--- config.mk ---
export PLATFORM = sky130hd
export DESIGN_NAME = chm_ram
export DESIGN_NICKNAME = d
export VERILOG_FILES = /design/src/hw/rtl/chm_ram.sv
export SDC_FILE = /design/constraint.sdc
export NUM_CORES = 1
export LEC_CHECK = 0
export ABC_AREA = 0
export BUFFER_PORTS_ARGS = -buffer_cell sky130_fd_sc_hd__clkbuf_2
export CORE_MARGIN = 3
export CORE_UTILIZATION = 36
export CTS_BUF_LIST = sky130_fd_sc_hd__clkbuf_8
export DETAILED_ROUTE_END_ITERATION = 6
export PLACE_DENSITY_LB_ADDON = 0.3
export SYNTH_ARGS = -nofsm -noshare
export SYNTH_HDL_FRONTEND = slang
export SYNTH_SLANG_ARGS = --single-unit
--- constraint.sdc ---
create_clock -name clk -period 5.85 [get_ports clk]
set_input_delay 1.17 -clock clk [delete_from_list [all_inputs] [get_ports clk]]
set_output_delay 1.17 -clock clk [all_outputs]
set_load 0.05 [all_outputs]
--- src/hw/rtl/chm_ram.sv ---
// Generic simple dual-port RAM: one write port, one registered read port.
// No dependencies.

module chm_ram #(
    parameter int WIDTH = 8,
    parameter int DEPTH = 16
) (
    input  logic                                     clk,
    input  logic                                     we,
    input  logic [(DEPTH > 1 ? $clog2(DEPTH) : 1)-1:0] waddr,
    input  logic [WIDTH-1:0]                         wdata,
    input  logic                                     re,
    input  logic [(DEPTH > 1 ? $clog2(DEPTH) : 1)-1:0] raddr,
    output logic [WIDTH-1:0]                         rdata
);

    logic [WIDTH-1:0] mem [DEPTH];

    always_ff @(posedge clk)
    begin
        if (we)
        begin
            mem[waddr] <= wdata;
        end
        if (re)
        begin
            rdata <= mem[raddr];
        end
    end

endmodule

======== Word-level counts from Yosys, hierarchy flattened ========
Memory sizes are Yosys's and may differ from the RTL's. A register that Yosys moved wholly into a read port is not among the register bits.
Cells that the tools add are included.
operators by class
  mux-type cells .......................... 2
operators with widths
  kind               count
  two-way mux 1 bit  2
word-level totals
  memories kept ........................... 1
  word-level logic and storage cells ...... 3
  bits in writable memories ............... 128
  register bits ........................... 0
  input port bits ......................... 19
  output and inout bits ................... 8
memory list
  memory  words  width  rd ports  clocked after Yosys merged registers in  write ports  RTL line  RTL
  mem     16     8      1         1                                        1            17        logic [WIDTH-1:0] mem [DEPTH];

======== Logic depth before layout (Yosys ltp) ========
  word-level depth ........................ 2
  gate-level depth with buffers ........... 5
  gate-level depth less buffers ........... 3

======== Worst setup path after synthesis ========
No wires, ideal clock.
  path kind ............................... input -> register
  from .................................... in waddr[2] (netlist bit)
  to ...................................... mem mem[0][0], enable pin
  stages .................................. 2
  setup slack ............................. 3.187 ns
  data required time ...................... 5.467 ns
  library setup time ...................... 0.383 ns
  buffers on the path ..................... 0
  arrival ................................. 2.280 ns
  cells stage by stage .................... or3b_2 > nor3_1
RTL lines
  item         RTL line  RTL
  from (decl)  10        input logic [(DEPTH > 1 ? $clog2(DEPTH) : 1)-1:0] waddr,
  to (decl)    17
No word-level cell before the write port.

==> results.ini <==
[sta]
rsz0062_at_grt=false
setup_tns_ns=0
hold_violations=0
finalSetupViolations=0
max_slew_margin_pct=34.5
whs_ns=0.759
period_share_pct=48.1
drv_slew=0
max_freq_ghz=0.356
min_period_ns=2.81
tightest_slew_ns=0.979
finalClockSkew_ns=0.0108
setup_ws_ns=3.04

[route]
vias=2366
via_per_inst=5.12
wirelength_mm=10.3
drt_iter0_drc=143
drc=0
wire_per_inst_um=22.3
drt_first_pass_iters=4
antenna_left=0

[setup_path]
cp-end-kind=flop
crit_required_ns=6.01
critPathLaunchType=input port
r2r.worst_path.cells=3
crit_path_max_fanout=23
crit_type=in -> reg
crit_arrival_ns=2.98

[final_layout]
drive_gt1_share_pct=28.4
finalNetCount=288
seqCellArea_sq_um=4080
area_growth_pct=13.9
num_antenna_cells=0
fillers=1176
multi_input_area_sq_um=1060

[clocking]
clk_latency_ns=0.43
htreeDepth=4
root_buffer=clkbuf_8
numCtsBuffers=17
clock_path_buffers=2
clkTransAtPathRegs_ns=0.07
cts_sinks=136
cts_tree=done
cts_hold_buf=0
post_cts_buffers=0
cts.repair.resized=0

[synth]
netlist_area_sq_um=5230
avgSynthCellArea_sq_um=22.8
yosys.area.top_type=edfxtp_1
synth-compound-area-share_pct=2.30
yosysTopAreaCellShare_pct=78.1
synth-simple-area-share_pct=3.14
synth_seq_cells=136
synthAdderAreaFrac_pct=0
synth_xor_area_share_pct=0
synth_top_family_by_area=multiplexers
syn_inst=229
synth_nets=248
synthMuxAreaShare_pct=14.8
ys_top_cells_by_area=edfxtp_1 (78%), mux4_2 (7.8%), mux4_1 (7.0%), a22oi_1 (2.3%), nor2_1 (0.93%)
ys_warn_count=0
ys_seq_area_share_pct=78.1
ys_types=18

[run_status]
status=finished clean

[global_route]
grt_max_degree=33
antenna_found_initial=0
grt-ovfl-total=0
track_usage_pct=13.6
grt_pass1_wl_mm=15.5
grt_pass1_vias=2515

[placement]
gp_congestion=0.743
place_ws_ns=2.49
dp_hpwl_mm=6.55
port_buffers=26

[die]
ios=27
core_area_sq_um=14000
row_count=43
fp.dieW_um=127
initial_core_util_pct=37.2
dieHeight_um=127
die-area_sq_um=16000

[pwr]
peakVddDrop_v=0.000203
p_leak_nw=1.95
power_density_nw_per_um2=339

[worst_hold_path]
hp-class=reg -> reg
min_path_cells=3

[job]
drv_cap=0

## logic make-up (layout without fill, tap and decap cells)
group,after synthesis,after routing
simple gates,35,35
flops,136,136
buf+inv,10,63
mux,32,32
compound gates,16,16
## placed cells by master, fill, tap and decap left out, types with 4 or more instances in the layout
master and n:
nor3_1 4, nor2_1 13, bufinv_16 4, clkbuf_8 17
clkbuf_2 26, clkinv_2 5, a22oi_1 16, nand2_1 9
mux4_2 18, edfxtp_1 136, mux4_1 14, buf_4 5
## synthesized netlist by cell type (all sizes together)
master / n
nand3: 1
nand2: 9
nor2b: 1
clkdlybuf4s25: 3
and2: 1
buf: 7
nor2: 13
a22oi: 16
nor3: 4
and2b: 1
or3b: 1
nand2b: 2
nand3b: 2
mux4: 32
edfxtp: 136
## state kept, by name, indices dropped and copies added (netlist names)
name / flops
mem: 128
rdata: 8
## final cells by class
class	instances	share of cell area (%)
sequential	136	68.6
multi-input combinational	83	17.8
clock buffer	17	3.93
tap	180	3.78
clock inverter	15	3.09
timing repair buffer	31	2.82
## worst max-delay path, cell delays in order
cell and delay, ns:
clkbuf_2 0.32, buf_4 0.47, mux4_1 0.62, a22oi_1 0.29, nand2_1 0.09
## report_power, final
group | switching [mW] | internal [mW] | total (mW)
Combinational | 0.0734 | 0.0387 | 0.112
Sequential | 0.00588 | 1.10 | 1.10
Clock | 0.344 | 0.457 | 0.802
## final timing paths
path	startpoint	endpoint	slack (ns)
worst max-delay path	raddr[0]	rdata[2]	3.04
worst min-delay path	mem[8][1]	rdata[1]	0.76
worst max register to register	mem[8][4]	rdata[4]	4.29
worst min register to register	mem[8][1]	rdata[1]	0.76
## routing by layer
metal  vias to the layer above  part of all wire, %  GRT usage (%)
li1                       1059                    -              -
met1                      1219                   43           18.8
met2                        79                   48           20.8
met3                         9                  7.5           4.21
met4                         0                  1.1           4.48
met5                         -                    0              0
## stage by stage
stage | cell area (sq um) | instances | util [%] | power (mW)
2_1_floorplan | 5230 | 229 | - | 1.19
3_3_place_gp | 5530 | 430 | 39.4 | 1.24
3_5_place_dp | 5530 | 430 | 39.4 | 1.24
4_1_cts | 5950 | 462 | 42.4 | 2.04
5_1_grt | 5950 | 462 | 42.4 | 2.09
6_report | 5950 | 462 | 42.4 | 2.02
Note: power is estimated with default switching activity, not from simulation.
