### src/hw/rtl/chm_pkg.sv
// Package for the chained hash map: item structs, operation codes,
// state enums and the mixer constants. No dependencies.

package chm_pkg;

    typedef enum logic [1:0] {
        KIND_PUT    = 2'd0,
        KIND_GET    = 2'd1,
        KIND_REMOVE = 2'd2,
        KIND_CLEAR  = 2'd3
    } chm_kind_t;

    typedef struct packed {
        chm_kind_t   kind;
        logic [63:0] key;
        logic [63:0] value;
    } chm_req_t;

    typedef struct packed {
        logic        ok;
        logic [63:0] found_value;
        logic [8:0]  entry_total;
    } chm_rsp_t;

    typedef enum logic [3:0] {
        S_IDLE,
        S_HASH,
        S_HEAD,
        S_CMP,
        S_RESOLVE,
        S_ALLOC,
        S_LINK,
        S_LINK2,
        S_DONE
    } chm_state_t;

    typedef enum logic [1:0] {
        H_IDLE,
        H_MUL,
        H_DIV
    } chm_hstate_t;

    localparam logic [63:0] MIX_C1 = 64'hbf58476d1ce4e5b9;
    localparam logic [63:0] MIX_C2 = 64'h94d049bb133111eb;
    localparam int          MIX_S1 = 30;
    localparam int          MIX_S2 = 27;
    localparam int          MIX_S3 = 31;
    localparam int          CFG_W  = 7;
    localparam logic [CFG_W-1:0] DIVISOR_RESET = 7'd64;

endpackage

### src/hw/rtl/chm_hash.sv
// Bucket hash unit: splitmix64 finalizer on one shared 32x32 multiplier,
// then a bit-serial restoring remainder by the bucket count. Uses chm_pkg.

module chm_hash
    import chm_pkg::*;
#(
    parameter int BUCKETS = 64
) (
    input  logic                                         clk,
    input  logic                                         rst_n,
    input  logic                                         start,
    input  logic [63:0]                                  key,
    input  logic [$clog2(BUCKETS+1)-1:0]                 divisor,
    output logic                                         done,
    output logic [(BUCKETS > 1 ? $clog2(BUCKETS) : 1)-1:0] bucket
);

    localparam int DW = $clog2(BUCKETS + 1);
    localparam int BW = BUCKETS > 1 ? $clog2(BUCKETS) : 1;

    chm_hstate_t      state_reg, state_next;
    logic [63:0]      x_reg;
    logic [63:0]      acc_reg;
    logic [63:0]      prod_reg;
    logic             round_reg;
    logic [1:0]       step_reg;
    logic [31:0]      num_reg;
    logic [DW-1:0]    rem_reg;
    logic [DW-1:0]    div_reg;
    logic [4:0]       cnt_reg;
    logic             done_reg;

    logic [31:0]      mul_a;
    logic [31:0]      mul_b;
    logic [63:0]      cmul;
    logic [63:0]      prod_next;
    logic [63:0]      acc_new;
    logic [63:0]      fin;
    logic [DW:0]      trial;
    logic             fits;
    logic [DW-1:0]    rem_next;

    assign cmul      = round_reg ? MIX_C2 : MIX_C1;
    assign mul_a     = (step_reg == 2'd2) ? x_reg[63:32] : x_reg[31:0];
    assign mul_b     = (step_reg == 2'd1) ? cmul[63:32] : cmul[31:0];
    assign prod_next = mul_a * mul_b;
    assign acc_new   = (step_reg == 2'd1) ? prod_reg
                     : {acc_reg[63:32] + prod_reg[31:0], acc_reg[31:0]};
    assign fin       = acc_new ^ (acc_new >> MIX_S3);
    assign trial     = {rem_reg, num_reg[31]};
    assign fits      = trial >= {1'b0, div_reg};
    assign rem_next  = fits ? DW'(trial - {1'b0, div_reg}) : trial[DW-1:0];

    assign done   = done_reg;
    assign bucket = rem_reg[BW-1:0];

    always_comb
    begin
        state_next = state_reg;
        unique case (state_reg)
            H_IDLE:
            begin
                if (start)
                begin
                    state_next = H_MUL;
                end
            end
            H_MUL:
            begin
                if (step_reg == 2'd3 && round_reg)
                begin
                    state_next = H_DIV;
                end
            end
            H_DIV:
            begin
                if (cnt_reg == 5'd31)
                begin
                    state_next = H_IDLE;
                end
            end
            default:
            begin
                state_next = H_IDLE;
            end
        endcase
    end

    always_ff @(posedge clk or negedge rst_n)
    begin
        if (!rst_n)
        begin
            state_reg <= H_IDLE;
            done_reg  <= 1'b0;
        end
        else
        begin
            state_reg <= state_next;
            done_reg  <= (state_reg == H_DIV) && (cnt_reg == 5'd31);
        end
    end

    always_ff @(posedge clk)
    begin
        unique case (state_reg)
            H_IDLE:
            begin
                x_reg     <= key ^ (key >> MIX_S1);
                div_reg   <= divisor;
                round_reg <= 1'b0;
                step_reg  <= 2'd0;
            end
            H_MUL:
            begin
                prod_reg <= prod_next;
                step_reg <= step_reg + 2'd1;
                if (step_reg != 2'd0)
                begin
                    acc_reg <= acc_new;
                end
                if (step_reg == 2'd3)
                begin
                    round_reg <= 1'b1;
                    x_reg     <= acc_new ^ (acc_new >> MIX_S2);
                    num_reg   <= fin[31:0];
                    rem_reg   <= '0;
                    cnt_reg   <= 5'd0;
                end
            end
            H_DIV:
            begin
                rem_reg <= rem_next;
                num_reg <= {num_reg[30:0], 1'b0};
                cnt_reg <= cnt_reg + 5'd1;
            end
            default:
            begin
                step_reg <= 2'd0;
            end
        endcase
    end

endmodule

### config.mk
export PLATFORM = sky130hd
export DESIGN_NAME = chm_hash
export DESIGN_NICKNAME = d
export VERILOG_FILES = /design/src/hw/rtl/chm_pkg.sv /design/src/hw/rtl/chm_hash.sv
export SDC_FILE = /design/constraint.sdc
export NUM_CORES = 2
export LEC_CHECK = 0
export ABC_AREA = 1
export BUFFER_PORTS_ARGS = -buffer_cell sky130_fd_sc_hd__buf_2
export CELL_PAD_IN_SITES_DETAIL_PLACEMENT = 1
export CELL_PAD_IN_SITES_GLOBAL_PLACEMENT = 2
export CORE_ASPECT_RATIO = 2
export CORE_MARGIN = 2
export CORE_UTILIZATION = 30
export DETAILED_ROUTE_END_ITERATION = 16
export PLACE_DENSITY_LB_ADDON = 0.1
export SLEW_MARGIN = 25
export SYNTH_ARGS = -nofsm -noshare
export SYNTH_HDL_FRONTEND = slang
export SYNTH_SLANG_ARGS = --single-unit
### constraint.sdc
create_clock -name clk -period 8.05 [get_ports clk]
set_input_delay 0.4025 -clock clk [delete_from_list [all_inputs] [get_ports clk]]
set_output_delay 0.4025 -clock clk [all_outputs]
set_load 0.01 [all_outputs]
Word-level counts from Yosys, hierarchy flattened

Index checks and enable logic that the tools add are counted.

Word-level logic and storage cells: 60
Output and inout port bits: 7
Bits of input ports: 74
Register bits after elaboration: 249

$lt $le $gt $ge: 1
Mux-type cells: 20
Bitwise logic cells: 3
Equal/unequal tests: 10
Reductions and logical operators: 10
$add $sub $neg: 4
Multipliers: 1

Operator list:

| cell                                         | number |
|---|---|
| two-way mux 64 bit                           | 2 |
| one-hot mux 64 bit (2 select lines)          | 1 |
| two-way mux 32 bit                           | 3 |
| multiplier 32 x 32 -> 64 bit                 | 1 |
| one-hot mux 32 bit (2 select lines)          | 1 |
| XOR 64 x 34 -> 64 bit                        | 1 |
| XOR 64 x 37 -> 64 bit                        | 1 |
| two-way mux 62 bit                           | 1 |
| adder 32 bit                                 | 1 |
| XOR 32 bit                                   | 1 |
| two-way mux 7 bit                            | 2 |
| one-hot mux 7 bit (2 select lines)           | 1 |
| one-hot mux 5 bit (2 select lines)           | 1 |
| greater-or-equal comparator 8 x 7 -> 1 bit   | 1 |
| inequality test 2 bit, second input constant | 4 |
| subtractor 7 bit                             | 1 |
| equality test 2 bit, second input constant   | 3 |
| two-way mux 2 bit                            | 3 |
| one-hot mux 2 bit (3 select lines)           | 1 |
| AND reduction 2 bit                          | 3 |
| nonzero test 2 bit                           | 3 |
| adder 5 x 1 -> 5 bit, second input constant  | 1 |
| equality test 5 bit, second input constant   | 1 |
| two-way mux 5 bit                            | 1 |
| 8 further kinds                              | 10 |

Longest topological paths before layout

Depth after elaboration: 5
Gate-level depth with buffers: 39
Mapped depth without buffers: 38

Worst setup path before layout

OpenSTA, ideal clock, no wires.

Path kind: register -> register
From: register step_reg[0]
To: register prod_reg[58] (data pin)
Data required time: 7.798 ns
Buffers on the path: 2
Library setup time: 0.252 ns
Stages on the path, launching flop included: 31
Setup slack: 0.501 ns
Arrival: 7.296 ns
Period minus slack after synthesis: 7.549 ns
Cells stage by stage: edfxtp_1 inv_1 ha_1 buf_6 buf_2 o21ai_2 clkinv_1 nor2_1 inv_1 fa_1 inv_1 fa_1 inv_1 fa_1 inv_1 fa_1 fa_1 fa_1 fa_1 fa_1 ha_1 nand2_1 nor2_1 inv_1 nor2_1 inv_1 nor4_2 a21o_1 nand2_1 nand3_1 nand2_1

Longest elaborated chain between the ends: 3
Elaborated cells between the ends (all ways): 5
Classes of those cells: mul (1); eq/ne (2); mux (2)

Ends and longest elaborated chain:

| what                                                                       | RTL line                       | source |
|---|---|---|
| start: declaration                                                         | chm_hash.sv:26                 | `logic [1:0] step_reg;` |
| start signal: assignment                                                   | chm_hash.sv:116                | `step_reg <= step_reg + 2'd1;` |
| equality test 2 bit / equality test 2 x 1 -> 1 bit (equally long branches) | chm_hash.sv:44, chm_hash.sv:45 |  |
| two-way mux 32 bit, on equally long branches                               | chm_hash.sv:44, chm_hash.sv:45 |  |
| multiplier 32 x 32 -> 64 bit (*)                                           | chm_hash.sv:46                 | `assign prod_next = mul_a * mul_b;` |
| via prod_next[58]                                                          | chm_hash.sv:36                 | `logic [63:0] prod_next;` |
| end signal: assignment                                                     | chm_hash.sv:115                | `prod_reg <= prod_next;` |
| end: declaration                                                           | chm_hash.sv:24                 | `logic [63:0] prod_reg;` |

Mark *: on every way through the listed nets, which the timed path passes. The rest lies on a longest branch.
A chain may end at the register's enable or synchronous reset.

Final worst setup path

From: register step_reg[0]
To: register prod_reg[60] (data pin)

Same word-level chain as after synthesis.

==> run_results.csv <==
group,metric,value,unit
run_status,outcome,"complete, but fails checks",
run_status,violations,"negative setup slack",
cts,clk_pin_slew,90,ps
sta,fin_ws,-52.47,ps
setup_path,crit_family,"adder cells",
sta,fin_hold_ws,81.86,ps
placed_design,port_buffers,80,
drt,drt_iter0_markers,1537,
global_routing,grt_use_total,33.75,%
sta,slew_headroom,29.15,%
finish,finish.utilization,39.51,%
logic_synthesis,synth_edf_count,246,
setup_path,criticalPathCategory,"flop to flop",
logic_synthesis,syn_avg_cell_area,8.672,um2
setup_path,cp.required,8410,ps
placed_design,place_hpwl,222100,um
floorplanning,rows,199,
drt,drc,0,
floorplanning,die_h,546.7,um
cts,htreeDepth,1,
floorplanning,die_area,0.1505,mm2
cts,clkLatencyLatePin,600,ps
sta,setup_violations,6,
global_routing,grt-ovfl-total,0,
global_routing,antenna_found_initial,8,
setup_path,crit_path_max_incr_delay,660,ps
sta,finalClockSkew,31.75,ps
drt,wl,250900,um
logic_synthesis,ys_types,48,
floorplanning,io_pins,81,
drt,drtAntennaViolNets,0,
setup_path,cp.arrival,8460,ps
global_routing,grt_max_degree,87,
logic_synthesis,syn_inst,5094,
finish,drive_above_1_share,27.62,%
floorplanning,core,0.1467,mm2
logic_synthesis,syn_nets,6364,
logic_synthesis,yosys_warnings,0,
finish,final_common_cell,"inv_1",
drt,routedWlPerCell,31.56,um
sta,max_freq,0.1234,GHz
sta,rsz0062_at_grt,"true",
logic_synthesis,ys_async_sr_fraction,1.205,%
finish,nNetsFinal,7291,
drt,first_pass_iters,5,
placed_design,gp_congestion,1.004,
setup_path,worstPathMaxFanout,8,
sta,slew_violations,0,
setup_path,worst-path-buf-inv,13,
global_routing,grt_first_pass_wirelength,341700,um
logic_synthesis,ys_ff_latch,249,
sta,period_needed,8102,ps
floorplanning,initial_core_util,30.12,%
sta,hold_violations,0,
setup_path,cp-start-kind,"flop",
global_routing,grt_pass1_vias,45230,
logic_synthesis,synthesis.area,0.04417,mm2
drt,route.detailed.vias_per_inst,4.851,
cts,root_buffer,"clkbuf_16",
sta,worst_pin_slew,1052,ps
finish,fillers,17090,
finish,most-common-layout-cells,"inv_1, buf_4, nand2_1, fa_1",
worst_hold_path,hp-class,"primary input to flop",
setup_path,crit_slowest_cell,"fa_2",
drt,vias,38570,
cts,max-clock-path-buffers,3,
cts,cts_sinks,249,
floorplanning,fp.dieW,275.3,um
logic_synthesis,seq_area_frac_synth,16.89,%
setup_path,crit_top_cell,"fa_1",
finish,synthToLayoutAreaGrowth,31.16,%
setup_path,critPathCaptureType,"flop",
logic_synthesis,ys.flop_type,"edfxtp_1",
job,max_cap_viol_count,0,
cts,cts_tree,"built",
cts,cts_buffers,24,
sta,period_share,100.7,%
final cells by class:
cell class                      count  area, um2  share of cell area (%)
Timing Repair Buffer             1018       8616                   14.87
Antenna cell                        3      7.507                 0.01296
Tap cell                         1909       2389                   4.123
Inverter                         1367       5204                   8.982
Multi-Input combinational cell   3361      33420                   57.69
Clock inverter                     14      214.0                  0.3693
Clock buffer                       30      623.1                   1.075
Sequential cell                   249       7462                   12.88
path summary, 6_finish.rpt:
| kind | startpoint | end | slack, ps | depth (start not counted) |
|---|---|---|---|---|
| worst min register to register | num_reg[25] | num_reg[26] | 520 | 2 |
| worst max-delay path | step_reg[0] | prod_reg[60] | -50 | 32 |
| max in group asynchronous | rst_n | state_reg[0] | 7780 | 2 |
| worst min-delay path | start | state_reg[0] | 80 | 2 |
| min in group asynchronous | rst_n | state_reg[1] | 150 | 2 |
| worst max register to register | step_reg[0] | prod_reg[60] | -50 | 32 |
Yosys cell counts, types with 36 or more instances:
| library cell | count | area, um2 |
|---|---|---|
| nand2_1 | 834 | 3131 |
| nand3_1 | 178 | 890.9 |
| inv_1 | 1342 | 5037 |
| buf_2 | 36 | 180.2 |
| clkbuf_1 | 57 | 214.0 |
| a21oi_1 | 124 | 620.6 |
| edfxtp_1 | 246 | 7387 |
| o21ai_0 | 147 | 735.7 |
| nor2_1 | 487 | 1828 |
| fa_1 | 799 | 16000 |
| xor2_1 | 69 | 604.3 |
| or2_2 | 53 | 331.6 |
| ha_1 | 397 | 4967 |
metal layers:
layer / vias to the layer above / track usage [%] / routed length, um
met5: - / 0 / 38
met3: 837 / 3.579 / 6616
met2: 1094 / 65.77 / 138300
li1: 17160 / - / -
met1: 19480 / 25.44 / 66090
met4: 6 / 40.28 / 39890
repair_timing:
| item | CTS | global route |
|---|---|---|
| pin swaps | 87 | 106 |
| gates resized for setup | 400 | 380 |
| setup endpoints to repair | 48 | 48 |
| endpoints found under the hold margin | 10 | 0 |
| gates cloned | 3 | 1 |
| buffers inserted | 36 | 52 |
| hold buffers | 8 | 0 |
metrics by stage:
step	TNS [ps]	instance area (um2)	setup slack, ps	instances
global route	-5396	57940	-236.8	7950
floorplan	0	44170	501.3	5094
finish	-176.1	57940	-52.47	7951
global placement	-32530	53410	-1051	7809
detailed placement	-36360	53410	-1102	7809
CTS	-275.6	56170	-74.83	7899
cells by family after synthesis:
logic type / share of synthesized area, %
compound gates: 5.325
fa+ha+maj: 47.46
xor+xnor: 2.003
flops: 16.89
simple gates: 15.49
buf+inv: 12.84
Power is left out: the tool's default activity adds up to more than one toggle a clock period on the data nets, which glitch-free logic cannot reach.
